**src/hdl/irtc_pkg.sv**
```systemverilog
// ----------------------------------------------------------------------------
// irtc_pkg
// Shared constants, types and helpers of the integer radix text converter.
// ----------------------------------------------------------------------------
package irtc_pkg;

    localparam int VALUE_BITS_DEF = 32;
    localparam int RADIX_W        = 6;
    localparam int CHAR_W         = 8;
    localparam int HEAD_MAX       = 6;

    localparam logic [RADIX_W-1:0] RADIX_RESET = 6'd10;

    // configuration register indexes
    localparam logic [0:0] CFG_RADIX     = 1'b0;
    localparam logic [0:0] CFG_SHOW_PLUS = 1'b1;

    localparam logic [CHAR_W-1:0] CH_HASH   = 8'h23;
    localparam logic [CHAR_W-1:0] CH_LBRACE = 8'h7b;
    localparam logic [CHAR_W-1:0] CH_RBRACE = 8'h7d;
    localparam logic [CHAR_W-1:0] CH_B      = 8'h62;
    localparam logic [CHAR_W-1:0] CH_O      = 8'h6f;
    localparam logic [CHAR_W-1:0] CH_X      = 8'h78;
    localparam logic [CHAR_W-1:0] CH_MINUS  = 8'h2d;
    localparam logic [CHAR_W-1:0] CH_PLUS   = 8'h2b;
    localparam logic [CHAR_W-1:0] CH_ZERO   = 8'h30;

    typedef struct packed {
        logic               done;
        logic               quo_zero;
        logic [RADIX_W-1:0] digit;
    } t_div_stat;

    typedef struct packed {
        logic              any;
        logic              one_left;
        logic [CHAR_W-1:0] ch;
    } t_head_stat;

    // map a digit value 0..35 onto 0-9, a-z
    function automatic logic [CHAR_W-1:0] digit_char(input logic [RADIX_W-1:0] d);
        logic [CHAR_W-1:0] c;
        if (d < 6'd10) begin
            c = CH_ZERO + {2'b00, d};
        end else begin
            c = 8'h57 + {2'b00, d};
        end
        return c;
    endfunction

endpackage

```
**src/hdl/irtc_serial_div.sv**
```systemverilog
// ----------------------------------------------------------------------------
// irtc_serial_div
// Bit-serial restoring divider: one quotient bit per cycle, small remainder.
// ----------------------------------------------------------------------------
module irtc_serial_div
    import irtc_pkg::*;
#(
    parameter int VALUE_BITS = VALUE_BITS_DEF
) (
    input  logic                  i_clk,
    input  logic                  i_rst_n,
    input  logic                  i_load,
    input  logic                  i_cont,
    input  logic [VALUE_BITS-1:0] i_dividend,
    input  logic [RADIX_W-1:0]    i_base,
    output t_div_stat             o_stat
);

    localparam int SW = $clog2(VALUE_BITS);

    logic [VALUE_BITS-1:0] r_quo;
    logic [RADIX_W-1:0]    r_rem;
    logic [RADIX_W-1:0]    r_base;
    logic [SW-1:0]         r_step;
    logic                  r_run;
    logic                  r_done;

    logic [RADIX_W:0] w_trial;
    logic [RADIX_W:0] w_diff;
    logic             w_ge;

    assign w_trial = {r_rem, r_quo[VALUE_BITS-1]};
    assign w_diff  = w_trial - {1'b0, r_base};
    assign w_ge    = (w_trial >= {1'b0, r_base});

    always_ff @(posedge i_clk) begin
        if (!i_rst_n) begin
            r_run  <= 1'b0;
            r_done <= 1'b0;
            r_step <= '0;
        end else begin
            r_done <= r_run && (r_step == '0);
            if (i_load || i_cont) begin
                r_run  <= 1'b1;
                r_step <= SW'(VALUE_BITS - 1);
            end else if (r_run) begin
                r_step <= r_step - 1'b1;
                if (r_step == '0) begin
                    r_run <= 1'b0;
                end
            end
        end
    end

    always_ff @(posedge i_clk) begin
        if (i_load) begin
            r_quo  <= i_dividend;
            r_base <= i_base;
            r_rem  <= '0;
        end else if (i_cont) begin
            r_rem <= '0;
        end else if (r_run) begin
            // shift one dividend bit in, one quotient bit out
            r_quo <= {r_quo[VALUE_BITS-2:0], w_ge};
            r_rem <= w_ge ? w_diff[RADIX_W-1:0] : w_trial[RADIX_W-1:0];
        end
    end

    assign o_stat.done     = r_done;
    assign o_stat.quo_zero = (r_quo == '0);
    assign o_stat.digit    = r_rem;

endmodule

```
**src/hdl/irtc_digit_stack.sv**
```systemverilog
// ----------------------------------------------------------------------------
// irtc_digit_stack
// Digit store: one write port, one registered read port.
// ----------------------------------------------------------------------------
module irtc_digit_stack
    import irtc_pkg::*;
#(
    parameter int VALUE_BITS = VALUE_BITS_DEF
) (
    input  logic                          i_clk,
    input  logic                          i_we,
    input  logic [$clog2(VALUE_BITS)-1:0] i_waddr,
    input  logic [RADIX_W-1:0]            i_wdata,
    input  logic                          i_re,
    input  logic [$clog2(VALUE_BITS)-1:0] i_raddr,
    output logic [RADIX_W-1:0]            o_rdata
);

    logic [RADIX_W-1:0] r_mem [VALUE_BITS];
    logic [RADIX_W-1:0] r_rdata;

    always_ff @(posedge i_clk) begin
        if (i_we) begin
            r_mem[i_waddr] <= i_wdata;
        end
    end

    always_ff @(posedge i_clk) begin
        if (i_re) begin
            r_rdata <= r_mem[i_raddr];
        end
    end

    assign o_rdata = r_rdata;

endmodule

```
**src/hdl/irtc_head.sv**
```systemverilog
// ----------------------------------------------------------------------------
// irtc_head
// Builds the prefix and sign characters and shifts them out one per cycle while i_shift is high.
// ----------------------------------------------------------------------------
module irtc_head
    import irtc_pkg::*;
(
    input  logic               i_clk,
    input  logic               i_rst_n,
    input  logic               i_load,
    input  logic [RADIX_W-1:0] i_base,
    input  logic               i_neg,
    input  logic               i_zero,
    input  logic               i_show_plus,
    input  logic               i_shift,
    output t_head_stat         o_stat
);

    logic [CHAR_W-1:0] r_chars [HEAD_MAX];
    logic [2:0]        r_len;

    logic [CHAR_W-1:0] w_pre [HEAD_MAX];
    logic [CHAR_W-1:0] w_chars [HEAD_MAX];
    logic [2:0]        w_plen;
    logic [2:0]        w_len;
    logic [1:0]        w_tens;
    logic [RADIX_W-1:0] w_ones;
    logic              w_sign;
    logic [CHAR_W-1:0] w_sign_ch;

    always_comb begin
        if (i_base >= 6'd30) begin
            w_tens = 2'd3;
            w_ones = i_base - 6'd30;
        end else if (i_base >= 6'd20) begin
            w_tens = 2'd2;
            w_ones = i_base - 6'd20;
        end else if (i_base >= 6'd10) begin
            w_tens = 2'd1;
            w_ones = i_base - 6'd10;
        end else begin
            w_tens = 2'd0;
            w_ones = i_base;
        end
    end

    always_comb begin
        for (int i = 0; i < HEAD_MAX; i++) begin
            w_pre[i] = '0;
        end
        w_pre[0] = CH_HASH;
        w_plen   = 3'd2;
        if (i_base == 6'd2) begin
            w_pre[1] = CH_B;
        end else if (i_base == 6'd8) begin
            w_pre[1] = CH_O;
        end else if (i_base == 6'd16) begin
            w_pre[1] = CH_X;
        end else if (i_base == 6'd10) begin
            w_plen = 3'd0;
        end else if (w_tens == 2'd0) begin
            w_pre[1] = CH_LBRACE;
            w_pre[2] = digit_char(w_ones);
            w_pre[3] = CH_RBRACE;
            w_plen   = 3'd4;
        end else begin
            w_pre[1] = CH_LBRACE;
            w_pre[2] = digit_char({4'd0, w_tens});
            w_pre[3] = digit_char(w_ones);
            w_pre[4] = CH_RBRACE;
            w_plen   = 3'd5;
        end
    end

    // zero shows '+' only in bases 8, 10 and 16
    assign w_sign = i_neg || (i_show_plus && (!i_zero || i_base == 6'd8 ||
                    i_base == 6'd10 || i_base == 6'd16));
    assign w_sign_ch = i_neg ? CH_MINUS : CH_PLUS;
    assign w_len     = w_plen + {2'b00, w_sign};

    always_comb begin
        for (int i = 0; i < HEAD_MAX; i++) begin
            if (3'(i) < w_plen) begin
                w_chars[i] = w_pre[i];
            end else if (3'(i) == w_plen) begin
                w_chars[i] = w_sign_ch;
            end else begin
                w_chars[i] = '0;
            end
        end
    end

    always_ff @(posedge i_clk) begin
        if (!i_rst_n) begin
            r_len <= '0;
        end else if (i_load) begin
            r_len <= w_len;
        end else if (i_shift && r_len != '0) begin
            r_len <= r_len - 1'b1;
        end
    end

    always_ff @(posedge i_clk) begin
        if (i_load) begin
            r_chars <= w_chars;
        end else if (i_shift) begin
            for (int i = 0; i < HEAD_MAX - 1; i++) begin
                r_chars[i] <= r_chars[i+1];
            end
            r_chars[HEAD_MAX-1] <= '0;
        end
    end

    assign o_stat.any      = (r_len != '0);
    assign o_stat.one_left = (r_len == 3'd1);
    assign o_stat.ch       = r_chars[0];

endmodule

```
**src/hdl/integer_radix_text_converter_unit.sv**
```systemverilog
// ----------------------------------------------------------------------------
// integer_radix_text_converter_unit
// Formats one signed integer as radix text, one ASCII character per cycle while o_strobe is high.
// ----------------------------------------------------------------------------
// Usage:
//   Pulse start with i_value while busy is low; the transaction is taken at
//   that edge. The block then drives the text on o_text_char, one character
//   per o_strobe cycle, and raises o_last on the final character. The
//   receiver takes each character in the cycle it is shown and cannot stall.
//   Text is prefix (#b, #o, #x, none for base 10, #{N} otherwise), sign, then
//   digits most significant first in lower case.
//   i_cfg_we/i_cfg_idx/i_cfg_data write radix (index 0) and show_plus
//   (index 1); write them only while busy is low.
// Timing:
//   Prefix and sign leave first at one per cycle while the first division
//   runs. Each digit takes a full pass of the bit-serial divider, one
//   quotient bit per cycle. After the last division the digits stream out
//   at one per cycle through the stack read register and the output register.
//   A new start is taken only once busy falls, after the last digit has been
//   read from the stack.
// Reset: synchronous, active low; radix returns to 10, show_plus to 0 and any
//   transaction in flight is dropped.
// ----------------------------------------------------------------------------
module integer_radix_text_converter_unit
    import irtc_pkg::*;
#(
    parameter int VALUE_BITS = VALUE_BITS_DEF
) (
    input  logic                         i_clk,
    input  logic                         i_rst_n,
    input  logic                         start,
    output logic                         busy,
    input  logic signed [VALUE_BITS-1:0] i_value,
    input  logic                         i_cfg_we,
    input  logic [0:0]                   i_cfg_idx,
    input  logic [RADIX_W-1:0]           i_cfg_data,
    output logic                         o_strobe,
    output logic [CHAR_W-1:0]            o_text_char,
    output logic                         o_last
);

    localparam int AW = $clog2(VALUE_BITS);
    localparam int CW = $clog2(VALUE_BITS + 1);

    localparam logic [1:0] ST_IDLE = 2'd0;
    localparam logic [1:0] ST_HEAD = 2'd1;
    localparam logic [1:0] ST_DIV  = 2'd2;
    localparam logic [1:0] ST_EMIT = 2'd3;

    logic [1:0]         r_state;
    logic [1:0]         n_state;
    logic [RADIX_W-1:0] r_radix;
    logic               r_show_plus;
    logic [CW-1:0]      r_cnt;
    logic [CW-1:0]      n_cnt;
    logic               r_rd_v;
    logic               r_rd_last;
    logic               r_out_stb;
    logic [CHAR_W-1:0]  r_out_char;
    logic               r_out_last;

    logic                  w_take;
    logic [VALUE_BITS-1:0] w_raw;
    logic [VALUE_BITS-1:0] w_mag;
    logic                  w_neg;
    logic [RADIX_W-1:0]    w_base;
    logic                  w_cont;
    logic                  w_push;
    logic                  w_pop;
    logic                  w_shift;
    logic [CW-1:0]         w_cnt_dec;
    logic [RADIX_W-1:0]    w_rdata;
    t_div_stat             w_div;
    t_head_stat            w_head;

    assign w_take    = start && !busy;
    assign w_raw     = $unsigned(i_value);
    assign w_neg     = w_raw[VALUE_BITS-1];
    assign w_mag     = w_neg ? (VALUE_BITS'(0) - w_raw) : w_raw;
    assign w_base    = (r_radix < 6'd2 || r_radix > 6'd36) ? 6'd10 : r_radix;
    assign w_cnt_dec = r_cnt - 1'b1;

    assign w_shift = (r_state == ST_HEAD) && w_head.any;
    assign w_push  = (r_state == ST_DIV) && w_div.done;
    assign w_cont  = w_push && !w_div.quo_zero;
    assign w_pop   = (r_state == ST_EMIT);

    assign busy = (r_state != ST_IDLE) || r_rd_v;

    always_ff @(posedge i_clk) begin
        if (!i_rst_n) begin
            r_radix     <= RADIX_RESET;
            r_show_plus <= 1'b0;
        end else if (i_cfg_we) begin
            unique case (i_cfg_idx)
                CFG_RADIX:     r_radix     <= i_cfg_data;
                CFG_SHOW_PLUS: r_show_plus <= i_cfg_data[0];
                default:       ;
            endcase
        end
    end

    always_comb begin
        n_state = r_state;
        n_cnt   = r_cnt;
        unique case (r_state)
            ST_IDLE: begin
                if (w_take) begin
                    n_state = ST_HEAD;
                    n_cnt   = '0;
                end
            end
            ST_HEAD: begin
                if (!w_head.any || w_head.one_left) begin
                    n_state = ST_DIV;
                end
            end
            ST_DIV: begin
                if (w_div.done) begin
                    n_cnt = r_cnt + 1'b1;
                    if (w_div.quo_zero) begin
                        n_state = ST_EMIT;
                    end
                end
            end
            ST_EMIT: begin
                n_cnt = w_cnt_dec;
                if (r_cnt == CW'(1)) begin
                    n_state = ST_IDLE;
                end
            end
            default: n_state = ST_IDLE;
        endcase
    end

    always_ff @(posedge i_clk) begin
        if (!i_rst_n) begin
            r_state   <= ST_IDLE;
            r_cnt     <= '0;
            r_rd_v    <= 1'b0;
            r_out_stb <= 1'b0;
        end else begin
            r_state   <= n_state;
            r_cnt     <= n_cnt;
            r_rd_v    <= w_pop;
            r_out_stb <= w_shift || r_rd_v;
        end
    end

    always_ff @(posedge i_clk) begin
        r_rd_last  <= (r_cnt == CW'(1));
        r_out_char <= r_rd_v ? digit_char(w_rdata) : w_head.ch;
        r_out_last <= r_rd_v && r_rd_last;
    end

    irtc_serial_div #(
        .VALUE_BITS (VALUE_BITS)
    ) u_div (
        .i_clk      (i_clk),
        .i_rst_n    (i_rst_n),
        .i_load     (w_take),
        .i_cont     (w_cont),
        .i_dividend (w_mag),
        .i_base     (w_base),
        .o_stat     (w_div)
    );

    irtc_head u_head (
        .i_clk       (i_clk),
        .i_rst_n     (i_rst_n),
        .i_load      (w_take),
        .i_base      (w_base),
        .i_neg       (w_neg),
        .i_zero      (w_raw == '0),
        .i_show_plus (r_show_plus),
        .i_shift     (w_shift),
        .o_stat      (w_head)
    );

    irtc_digit_stack #(
        .VALUE_BITS (VALUE_BITS)
    ) u_stack (
        .i_clk   (i_clk),
        .i_we    (w_push),
        .i_waddr (r_cnt[AW-1:0]),
        .i_wdata (w_div.digit),
        .i_re    (w_pop),
        .i_raddr (w_cnt_dec[AW-1:0]),
        .o_rdata (w_rdata)
    );

    assign o_strobe    = r_out_stb;
    assign o_text_char = r_out_char;
    assign o_last      = r_out_last;

`ifndef NO_ASSERTIONS
    // a division pass outlasts the longest prefix and sign
    a_no_done_in_head: assert property (@(posedge i_clk) disable iff (!i_rst_n)
        (r_state == ST_HEAD) |-> !w_div.done)
        else $error("division finished while prefix still shifting");

    a_cnt_bound: assert property (@(posedge i_clk) disable iff (!i_rst_n)
        r_cnt <= CW'(VALUE_BITS))
        else $error("digit count beyond stack depth");

    a_gap_after_last: assert property (@(posedge i_clk) disable iff (!i_rst_n)
        (o_strobe && o_last) |=> !o_strobe)
        else $error("character right after final character");

    a_emit_nonempty: assert property (@(posedge i_clk) disable iff (!i_rst_n)
        (r_state == ST_EMIT) |-> (r_cnt != '0))
        else $error("digit output with empty stack");
`endif

endmodule

```
**config.mk**
```make
export PLATFORM = sky130hd
export DESIGN_NAME = integer_radix_text_converter_unit
export DESIGN_NICKNAME = d
export VERILOG_FILES = /design/src/hdl/irtc_pkg.sv /design/src/hdl/irtc_serial_div.sv /design/src/hdl/irtc_digit_stack.sv /design/src/hdl/irtc_head.sv /design/src/hdl/integer_radix_text_converter_unit.sv
export SDC_FILE = /design/constraint.sdc
export NUM_CORES = 1
export LEC_CHECK = 0
export ABC_AREA = 1
export BUFFER_PORTS_ARGS = -buffer_cell sky130_fd_sc_hd__buf_2
export CAP_MARGIN = 20
export CELL_PAD_IN_SITES_DETAIL_PLACEMENT = 2
export CELL_PAD_IN_SITES_GLOBAL_PLACEMENT = 2
export CORE_MARGIN = 8
export CORE_UTILIZATION = 45
export DETAILED_ROUTE_END_ITERATION = 8
export PLACE_DENSITY_LB_ADDON = 0.1
export SLEW_MARGIN = 5
export SYNTH_ARGS = -nofsm -noshare
export SYNTH_HDL_FRONTEND = slang
export SYNTH_SLANG_ARGS = --single-unit
```
**constraint.sdc**
```tcl
create_clock -name i_clk -period 7.18 [get_ports i_clk]
set_input_delay 0.718 -clock i_clk [delete_from_list [all_inputs] [get_ports i_clk]]
set_output_delay 0.718 -clock i_clk [all_outputs]
set_load 0.01 [all_outputs]
```
==> flow_metrics.env, run 1 <==
export IMPL_nets=1542
export IMPL_cts_root_buf="clkbuf_16"
export IMPL_max_slew_margin_pct=31.63
export IMPL_num_vias=11132
export IMPL_post_synth_num_cell_types=57
export IMPL_stdcell_count=1930
export IMPL_critPathArrivalTime_ns=4.53
export IMPL_die_h_um=198.4
export IMPL_clkSinkCount=318
export IMPL_pre_cts_slack_ns=2.680
export IMPL_drtIter0Drc=639
export IMPL_insertion_delay_ns=0.55
export IMPL_clk_path_buf_depth=3
export IMPL_cp_required_ns=7.48
export IMPL_drtAntennaViolNets=0
export IMPL_placed_cell_area_sq_um=15720
export IMPL_areaGrowthSynthToFinish_pct=13.92
export IMPL_wl_per_cell_um=25.18
export IMPL_io_buffers=53
export IMPL_cts_max_level=2
export IMPL_place_gp_congestion=0.8188
export IMPL_die_area_sq_um=39360
export IMPL_grt_usage_pct=24.96
export IMPL_startpoint_type="register"
export IMPL_setup_tns_ns=0
export IMPL_dp_hpwl_um=31110
export IMPL_start_util_pct=45.90
export IMPL_drive_above_1_share_pct=11.22
export IMPL_rrSetupSlack_ns=2.96
export IMPL_seq_area_frac_synth_pct=60.91
export IMPL_avgViaCountPerCell=5.768
export IMPL_numCtsBuffers=37
export IMPL_routed_wl_um=48590
export IMPL_grt_max_degree=99
export IMPL_grt_setup_unrepaired="false"
export IMPL_design_area_sq_um=17060
export IMPL_syn_area_sq_um=14970
export IMPL_ys_ff_latch=318
export IMPL_ctsHoldBuffers=0
export IMPL_hold_path_class="in -> reg"
export IMPL_hold_viol=0
export IMPL_cp_max_fo=83
export IMPL_power_static_leakage_uw=0.006425
export IMPL_status="finished, final reports clean"
export IMPL_setup_viol=0
export IMPL_yosys_warnings=0
export IMPL_fin_skew_ns=0.03135
export IMPL_synthesis_nets=1496
export IMPL_vdd_drop_max_uv=280.7
export IMPL_path_clk_slew_ns=0.07
export IMPL_grt_overflow=0
export IMPL_ios=54
export IMPL_holdWs_ns=0.4205
export IMPL_slew_violations=0
export IMPL_placed_cells=1862
export IMPL_row_count=66
export IMPL_drc=0
export IMPL_cts_resized=0
export IMPL_design_core_area_sq_um=32620
export IMPL_cts_tree="yes"
export IMPL_max_clock_freq_mhz=236.7
export IMPL_drtPass1Iterations=4
export IMPL_post_cts_buffers=0
export IMPL_grt_pass1_wl_um=75670
export IMPL_cap_violations=0
export IMPL_worst_pin_slew_ns=1.026
export IMPL_first_global_vias=12649
export IMPL_setup_worst_path_class="reg -> reg"
export IMPL_synth_avg_cell_area_sq_um=10.59
export IMPL_antenna_found_initial=0
export IMPL_fin_crit_sh_pct=58.83
export IMPL_p_per_area_nw_per_um2=462.5
export IMPL_crit_path_end_kind="register"
export IMPL_setup_ws_ns=2.956
export IMPL_post_route_min_period_ns=4.224
export IMPL_netlist_instances=1413
export IMPL_diodes=0
export IMPL_dieWidth_um=198.4
[worst paths after layout]
check                        startpoint                           end  cells after the start
min reg2reg  u_head.o_stat[5]$_DFFE_PP_        o_text_char[5]$_DFF_P_                      2
max               r_cnt[0]$_SDFFE_PN0P_  u_stack.o_rdata[3]$_DFFE_PP_                      9
max reg2reg       r_cnt[0]$_SDFFE_PN0P_  u_stack.o_rdata[3]$_DFFE_PP_                      9
min                       i_cfg_data[3]       r_radix[3]$_SDFFE_PN1P_                      3
[per-stage QoR]
stage	power, uW	util (%)
after floorplan	4566	-
after global placement	5412	48.11
after detailed placement	5721	48.19
after CTS	7928	52.29
after global routing	8262	52.29
final	7887	52.29
[metal layers]
layer | global-route usage [%] | up-vias | part of all wire, %
li1 | - | 5114 | -
met1 | 28.54 | 5645 | 39
met3 | 3.025 | 112 | 3.6
met4 | 10.59 | 0 | 4.1
met5 | 0 | - | 0
met2 | 46.42 | 261 | 53
[state kept, by name, summed over array words and instances, names as in the netlist, 2 cells and up]
signal           flops
r_radix              6
u_head.o_stat        8
u_stack.r_mem      192
u_div.r_step         5
u_div.r_quo         32
u_div.r_rem          6
u_head.r_chars      31
u_head.r_len         3
r_state              2
o_text_char          8
r_cnt                6
u_stack.o_rdata      6
u_div.r_base         6
[cells by family (layout without fill, tap and decap cells)]
group	after synthesis	after routing	synth area share, %
XOR/XNOR	42	42	2.457
adder cells (fa/ha/maj)	40	40	3.393
flip-flops	318	318	60.91
AND/OR/NAND/NOR	499	499	14.37
multiplexers	19	19	1.270
buffers and inverters	185	260	4.638
AO/OA/AOI/OAI	310	310	12.96
[placed cells by master, fill, tap and decap left out, types with 25 or more instances in the layout]
cell type  Yosys  routed
ha_1          39      38
o211ai_1      25      25
nand2_1      179     179
o32ai_1       30      30
clkbuf_16      0      38
dfxtp_1       43      41
xor2_1        30      30
o21ai_0      136     135
edfxtp_1     275     275
buf_2          0      53
a21oi_1       43      43
nor2_1       214     214
inv_1        115     115
nand3_1       42      41
[Yosys cell counts (all sizes together)]
library cell | n | share of area (%)
clkbuf | 56 | 1.4
o41ai | 2 | 0.12
a21boi | 2 | 0.13
a21oi | 45 | 1.6
nor2 | 221 | 5.8
a2bb2oi | 2 | 0.12
o22a | 1 | 0.059
xnor2 | 12 | 0.70
a22o | 1 | 0.059
clkinv | 1 | 0.025
o21a | 3 | 0.15
inv | 125 | 3.1
ha | 39 | 3.3
nor3 | 13 | 0.47
a31oi | 14 | 0.59
o22ai | 6 | 0.25
xor2 | 30 | 1.8
o32ai | 30 | 1.8
edfxtp | 275 | 55
or2 | 8 | 0.33
fa | 1 | 0.13
and3 | 1 | 0.050
nand3 | 48 | 1.9
o31ai | 9 | 0.45
o311ai | 1 | 0.059
nor3b | 1 | 0.050
dfxtp | 43 | 5.8
o21bai | 2 | 0.10
o2111ai | 1 | 0.059
nand3b | 1 | 0.050
a31o | 1 | 0.059
nand2 | 186 | 4.8
mux2i | 19 | 1.3
o221ai | 20 | 1.2
buf | 3 | 0.075
o211ai | 25 | 1.3
nor4 | 11 | 0.46
nand4 | 9 | 0.38
o21ai | 139 | 4.6
a311oi | 1 | 0.059
a211oi | 3 | 0.15
a22oi | 2 | 0.13
[worst max-delay path: stages (launching register included)]
cell and delay (ns):
dfxtp_4 0.73, inv_2 0.06, buf_4 0.41, ha_1 0.38, xnor2_1 0.76, inv_1 0.60, buf_16 0.33, o221ai_1 0.10
o211ai_1 0.17, a31oi_1 0.40
[where the power goes]
part	total, uW	switching, uW	internal, uW
Combinational	3010	2120	888
Clock	2090	796	1300
Sequential	2780	256	2530
[cell type report]
class / instances / area [sq um]
Sequential cell: 318 / 9124
Fill cell: 3283 / 15560
Inverter: 126 / 473.0
Tap cell: 442 / 553.0
Multi-Input combinational cell: 910 / 5186
Clock inverter: 13 / 261.5
Timing Repair Buffer: 66 / 382.9
Clock buffer: 55 / 1075
Note: power is estimated with default switching activity, not from simulation.
==> run 2: changes to the inputs <==
--- a/config.mk
+++ b/config.mk
@@ -11,7 +11,7 @@
 export CELL_PAD_IN_SITES_DETAIL_PLACEMENT = 2
 export CELL_PAD_IN_SITES_GLOBAL_PLACEMENT = 2
 export CORE_MARGIN = 8
-export CORE_UTILIZATION = 45
+export CORE_UTILIZATION = 42
 export DETAILED_ROUTE_END_ITERATION = 8
 export PLACE_DENSITY_LB_ADDON = 0.1
 export SLEW_MARGIN = 5
==> constraint.sdc (replaced) <==
create_clock -name i_clk -period 4.38 [get_ports i_clk]
set_input_delay 0.438 -clock i_clk [delete_from_list [all_inputs] [get_ports i_clk]]
set_output_delay 0.438 -clock i_clk [all_outputs]
set_load 0.01 [all_outputs]
==> run 2 against run 1 <==
  * Non-clock buffer count grew 7
  * Highest routed layer unchanged
  * Critical path type unchanged
  * Largest power group unchanged
  * Maximum frequency grew 11%
  * Sequential cell count is the same
==> flow_metrics.env, run 2 (synthesis results as in run 1) <==
export IMPL_grt_usage_pct=21.64
export IMPL_fin_crit_sh_pct=87.19
export IMPL_final_cell_mix="275 x edfxtp_1, 214 x nor2_1, 178 x nand2_1"
export IMPL_vdd_drop_max_uv=362.6
export IMPL_crit_path_end_kind="register"
export IMPL_drtAntennaViolNets=0
export IMPL_die_area_sq_um=41940
export IMPL_num_vias=10911
export IMPL_clk_path_buf_depth=3
export IMPL_diodes=0
export IMPL_numCtsBuffers=37
export IMPL_post_route_min_period_ns=3.819
export IMPL_cp_required_ns=4.76
export IMPL_insertion_delay_ns=0.54
export IMPL_cts_tree="yes"
export IMPL_antenna_found_initial=0
export IMPL_start_util_pct=42.40
export IMPL_startpoint_type="register"
export IMPL_p_per_area_nw_per_um2=735.7
export IMPL_ctsHoldBuffers=0
export IMPL_largestRegisters="u_stack.r_mem (192), u_div.r_quo (32), u_head.r_chars (31)"
export IMPL_avgViaCountPerCell=5.584
export IMPL_die_h_um=204.8
export IMPL_wl_per_cell_um=23.11
export IMPL_nets=1549
export IMPL_drc=0
export IMPL_design_area_sq_um=17000
export IMPL_design_core_area_sq_um=35310
export IMPL_hold_path_class="in -> reg"
export IMPL_clkSinkCount=318
export IMPL_grt_setup_unrepaired="false"
export IMPL_cap_violations=0
export IMPL_cts_root_buf="clkbuf_16"
export IMPL_setup_ws_ns=0.5611
export IMPL_setup_tns_ns=0
export IMPL_dp_hpwl_um=30520
export IMPL_pre_cts_slack_ns=0.3793
export IMPL_place_gp_congestion=0.7917
export IMPL_grt_overflow=0
export IMPL_worst_pin_slew_ns=0.9153
export IMPL_largest_reg_flops=192
export IMPL_max_slew_margin_pct=38.98
export IMPL_routed_wl_um=45150
export IMPL_drtIter0Drc=488
export IMPL_setup_worst_path_class="reg -> reg"
export IMPL_max_clock_freq_mhz=261.9
export IMPL_drtPass1Iterations=4
export IMPL_holdWs_ns=0.1794
export IMPL_critPathArrivalTime_ns=4.20
export IMPL_placed_cells=1887
export IMPL_row_count=69
export IMPL_cts_resized=0
export IMPL_setup_viol=0
export IMPL_slew_violations=0
export IMPL_dieWidth_um=204.8
export IMPL_cts_max_level=2
export IMPL_cp_max_fo=9
export IMPL_power_static_leakage_uw=0.006396
export IMPL_mostFrequentLayoutCell="edfxtp_1"
export IMPL_path_clk_slew_ns=0.06
export IMPL_grt_max_degree=73
export IMPL_areaGrowthSynthToFinish_pct=13.58
export IMPL_post_cts_buffers=0
export IMPL_ios=54
export IMPL_grt_pass1_wl_um=70790
export IMPL_placed_cell_area_sq_um=15780
export IMPL_io_buffers=53
export IMPL_drive_above_1_share_pct=11.59
export IMPL_hold_viol=0
export IMPL_stdcell_count=1954
export IMPL_fin_skew_ns=0.02524
export IMPL_status="finished, final reports clean"
export IMPL_first_global_vias=12215
export IMPL_top_register="u_stack.r_mem"
## run 2: cell types whose count changed in the layout (fill, tap and decap cells not counted), moves of 2 or more
cell / change
clkbuf_8: -2
clkinv_4: +2
buf_4: +6
clkinv_2: +3
buf_12: +2
bufinv_16: -4
## run 2: stage by stage
step,total power (uW),utilization (%)
finish,12510,48.16
global route,13180,48.16
CTS,12630,48.10
detailed placement,9432,44.69
global placement,9091,44.69
floorplan,7485,-
## run 2: path summary, 6_finish.rpt
check                              from                      endpoint  slack [ns]  depth (start not counted)
max             r_radix[3]$_SDFFE_PN1P_  u_head.r_chars[29]$_DFFE_PP_        0.56                         18
min                       i_cfg_data[1]       r_radix[1]$_SDFFE_PN1P_        0.18                          3
max reg2reg     r_radix[3]$_SDFFE_PN1P_  u_head.r_chars[29]$_DFFE_PP_        0.56                         18
min reg2reg  u_head.o_stat[1]$_DFFE_PP_        o_text_char[1]$_DFF_P_        0.47                          2
## run 2: cell type report
cell class	instances	area, sq um
flip-flops and latches	318	9123
clock inverters	14	161.4
well taps	461	576.8
multi-input cells	910	5186
fillers	3613	18310
clock buffers	52	1044
inverters	126	473.0
repair buffers	73	440.4
## run 2: power breakdown
group	internal (uW)	switching (uW)	leakage (uW)
sequential	4140	278	0.00293
clock	1840	1240	0.000585
combinational	1460	3540	0.00288
total	7450	5060	0.00640
## run 2: per-layer routing
metal  share of wire [%]  vias to the layer above  track usage [%]
li1                    -                     5117                -
met1                  41                     5565            25.65
met2                  53                      147            40.05
met3                 2.4                       82            2.736
met4                 2.9                        0            6.788
met5                   0                        -                0
## run 2: critical path, stage by stage (launching register included)
cell and delay [ns]:
dfxtp_1 0.34, nor2_1 0.16, nand3_1 0.16, nand2_4 0.15
nand2_1 0.06, nor2_1 0.40, inv_1 0.22, ha_1 0.29
nand2_1 0.10, nand3_1 0.11, nor2_4 0.26, o22ai_1 0.11
a22oi_1 0.34, ha_1 0.31, nand2_4 0.11, or2_1 0.22
nand2_1 0.14, nand2_1 0.10, a21oi_2 0.11
==> run 3: changes to the inputs <==
--- a/config.mk
+++ b/config.mk
@@ -10,11 +10,12 @@
 export CAP_MARGIN = 20
 export CELL_PAD_IN_SITES_DETAIL_PLACEMENT = 2
 export CELL_PAD_IN_SITES_GLOBAL_PLACEMENT = 2
-export CORE_MARGIN = 8
-export CORE_UTILIZATION = 42
+export CORE_MARGIN = 2
+export CORE_UTILIZATION = 40
 export DETAILED_ROUTE_END_ITERATION = 8
 export PLACE_DENSITY_LB_ADDON = 0.1
 export SLEW_MARGIN = 5
 export SYNTH_ARGS = -nofsm -noshare
 export SYNTH_HDL_FRONTEND = slang
+export SYNTH_HIERARCHICAL = 1
 export SYNTH_SLANG_ARGS = --single-unit
==> run 3 against run 2 <==
  * Count of clock-buffer cells in the layout is 1 higher
  * Highest routed layer unchanged
  * Sequential power is 4% higher
  * Clock skew down 0.014 ns
  * Hold slack worse by 0.075 ns
  * Critical path depth up 3
  * Maximum frequency is 1.8% higher
  * Sequential share of layout area fell by 3.3 points
  * Register-to-register slack better by 0.07 ns
  * Critical endpoint is now u_head/r_chars[21]$_DFFE_PP_
  * Synthesized area increased by 8.3%
  * Clock power is 4% higher
  * Combinational power rose by 1%
  * Cell count rose by 22%
==> flow_metrics.env, run 3 <==
export IMPL_hold_viol=0
export IMPL_crit_path_end_kind="register"
export IMPL_status="finished, final reports clean"
export IMPL_grt_overflow=0
export IMPL_design_core_area_sq_um=39820
export IMPL_io_buffers=53
export IMPL_areaGrowthSynthToFinish_pct=11.74
export IMPL_fin_crit_sh_pct=85.68
export IMPL_syn_area_sq_um=16210
export IMPL_cp_top_family="simple AND/OR/NAND/NOR gates"
export IMPL_place_gp_congestion=0.8170
export IMPL_yosysMostFrequentCell="nand2_1"
export IMPL_netlist_instances=1786
export IMPL_synth_area_leaders="edfxtp_1 51%, nand2_1 14%, nand3_1 7.0%, dfxtp_1 5.3%, nor2_1 3.3%"
export IMPL_setup_viol=0
export IMPL_cp_required_ns=4.68
export IMPL_synth_top_area_share_pct=50.95
export IMPL_num_vias=12507
export IMPL_post_synth_num_cell_types=53
export IMPL_p_per_area_nw_per_um2=709.5
export IMPL_max_clock_freq_mhz=266.5
export IMPL_synthArstFlopShare_pct=0
export IMPL_slowest_delay_ns=0.33
export IMPL_ios=54
export IMPL_nets=1910
export IMPL_p_total_uw=12850
export IMPL_grt_usage_pct=23.78
export IMPL_first_global_vias=13801
export IMPL_fin_skew_ns=0.01159
export IMPL_setup_worst_path_class="reg -> reg"
export IMPL_die_h_um=205.3
export IMPL_dieWidth_um=205.3
export IMPL_drive_above_1_share_pct=11.41
export IMPL_row_count=73
export IMPL_hold_depth=3
export IMPL_synth_adder_area_share_pct=3.057
export IMPL_clkSinkCount=318
export IMPL_wl_per_cell_um=20.39
export IMPL_yosys_warnings=6
export IMPL_grt_setup_unrepaired="false"
export IMPL_yosys_area_share_simple_pct=28.56
export IMPL_dp_hpwl_um=33410
export IMPL_seq_area_frac_synth_pct=56.26
export IMPL_multi_input_area_sq_um=6075
export IMPL_drc=0
export IMPL_rr_endpoint="u_head/r_chars[21]$_DFFE_PP_"
export IMPL_synthesis_nets=1868
export IMPL_route_met2_wl_um=25390
export IMPL_critPathArrivalTime_ns=4.05
export IMPL_synth_edf_count=275
export IMPL_largestRegisters="u_stack/r_mem (192), u_div/r_quo (32), u_head/r_chars (31)"
export IMPL_synth_avg_cell_area_sq_um=9.074
export IMPL_synth_compound_area_share_pct=4.223
export IMPL_max_slew_margin_pct=24.89
export IMPL_ys_ff_latch=318
export IMPL_hold_end="r_radix[1]$_SDFFE_PN1P_"
export IMPL_post_cts_buffers=0
export IMPL_final_cell_mix="595 x nand2_1, 275 x edfxtp_1, 226 x nand3_1"
export IMPL_largest_reg_flops=192
export IMPL_setup_tns_ns=0
export IMPL_worst_pin_slew_ns=1.125
export IMPL_met1_length_um=20920
export IMPL_avgViaCountPerCell=5.248
export IMPL_cts_root_buf="clkbuf_16"
export IMPL_rrSetupSlack_ns=0.63
export IMPL_diodes=0
export IMPL_synthFlopType="edfxtp_1"
export IMPL_synth_top_area_cell="edfxtp_1"
export IMPL_register_area_sq_um=9120
export IMPL_crit_top_cell="nand2_1"
export IMPL_cts_max_level=2
export IMPL_power_static_leakage_uw=0.007530
export IMPL_ys_top_cells_by_count="596 x nand2_1, 275 x edfxtp_1, 226 x nand3_1"
export IMPL_synth_top_family_by_area="simple AND/OR/NAND/NOR gates"
export IMPL_yosys_mux_area_fraction_pct=0
export IMPL_clk_path_buf_depth=3
export IMPL_holdWs_ns=0.1041
export IMPL_cap_violations=0
export IMPL_synth_xor_area_share_pct=1.505
export IMPL_path_cells="o21a_1, o21ai_1, o21ai_0, inv_1, nand2_1, inv_2, ha_1, inv_1, nand2_1, nand2_1, nor2_4, nand2_2, o211ai_1, nand3_1, ha_1, nand2_2, nand3_1, nand2_1, nand2_1, nand2_1, nand2_1"
export IMPL_post_route_min_period_ns=3.753
export IMPL_routed_wl_um=48600
export IMPL_start_util_pct=40.70
export IMPL_startpoint_type="register"
export IMPL_hold_path_class="in -> reg"
export IMPL_insertion_delay_ns=0.55
export IMPL_mostFrequentLayoutCell="nand2_1"
export IMPL_drtAntennaViolNets=0
export IMPL_ctsHoldBuffers=0
export IMPL_path_clk_slew_ns=0.06
export IMPL_reg2reg_depth=21
export IMPL_antenna_found_initial=0
export IMPL_r2r_start="r_radix[1]$_SDFFE_PN1P_"
export IMPL_drtIter0Drc=547
export IMPL_die_area_sq_um=42140
export IMPL_top_layer="met4"
export IMPL_cp_max_fo=11
export IMPL_cts_tree="yes"
export IMPL_crit_slowest_cell="dfxtp_1"
export IMPL_top_register="u_stack/r_mem"
export IMPL_drtPass1Iterations=4
export IMPL_grt_max_degree=97
export IMPL_num_fill_cells=4410
export IMPL_grt_pass1_wl_um=77090
export IMPL_slew_violations=0
export IMPL_vdd_drop_max_uv=326.6
export IMPL_critPathBufInv=3
export IMPL_wl_met3_um=1249
export IMPL_holdCritStartpoint="i_cfg_data[1]"
export IMPL_cts_resized=0
export IMPL_numCtsBuffers=38
## run 3: per-layer routing
metal | up-vias | GRT usage, %
met5 | - | 0
met1 | 6284 | 28.66
li1 | 6023 | -
met2 | 142 | 44.14
met4 | 0 | 6.809
met3 | 58 | 3.168
## run 3: where the power goes
group | total (uW) | switching [uW] | leakage [uW] | internal [uW]
logic | 5060 | 3670 | 0.00399 | 1390
clock network | 3200 | 1270 | 0.000620 | 1940
registers | 4590 | 360 | 0.00292 | 4230
## run 3: kinds of logic (layout without fill, tap and decap cells)
family                     Yosys count  after routing
AOI/OAI and AO/OA                  121            121
DFF                                318            318
and+or+nand+nor                   1056           1056
buffers and inverters              225            297
xor gates and xnor gates            27             27
adders and majority gates           39             39
## run 3: worst max path at each step
stage / start / to / slack (ns) / depth (start not counted)
3_3_place_gp: r_radix[1]$_SDFFE_PN1P_ / u_head/r_chars[24]$_DFFE_PP_ / 0.61 / 20
4_1_cts: r_radix[0]$_SDFFE_PN0P_ / u_head/r_chars[21]$_DFFE_PP_ / 0.48 / 21
6_report: r_radix[1]$_SDFFE_PN1P_ / u_head/r_chars[21]$_DFFE_PP_ / 0.63 / 21
5_1_grt: r_radix[4]$_SDFFE_PN0P_ / u_head/r_chars[21]$_DFFE_PP_ / 0.09 / 22
3_5_place_dp: r_radix[0]$_SDFFE_PN0P_ / u_head/r_chars[21]$_DFFE_PP_ / 0.50 / 21
2_1_floorplan: u_div/r_quo[11]$_DFFE_PP_ / u_div/r_quo[0]$_DFFE_PP_ / 0.67 / 5
## run 3: cell type report
cell class	instances	area share (%)
clock buffers	53	5.845
clock inverters	17	1.119
inverters	155	3.254
multi-input cells	1243	33.54
flip-flops and latches	318	50.36
well taps	525	3.627
repair buffers	72	2.252
## run 3: stage by stage
stage / instances / util, % / cell area [sq um] / worst slack (ns)
2_1_floorplan: 1786 / - / 16210 / 0.6718
3_3_place_gp: 2313 / 42.30 / 16850 / 0.6150
3_5_place_dp: 2313 / 42.30 / 16850 / 0.4974
4_1_cts: 2383 / 45.47 / 18110 / 0.4752
5_1_grt: 2383 / 45.48 / 18110 / 0.09437
6_report: 2383 / 45.48 / 18110 / 0.6271
## run 3: worst min-delay path: stages
cell and delay, ns:
buf_2 0.07, nand2_1 0.05, nand3_1 0.07
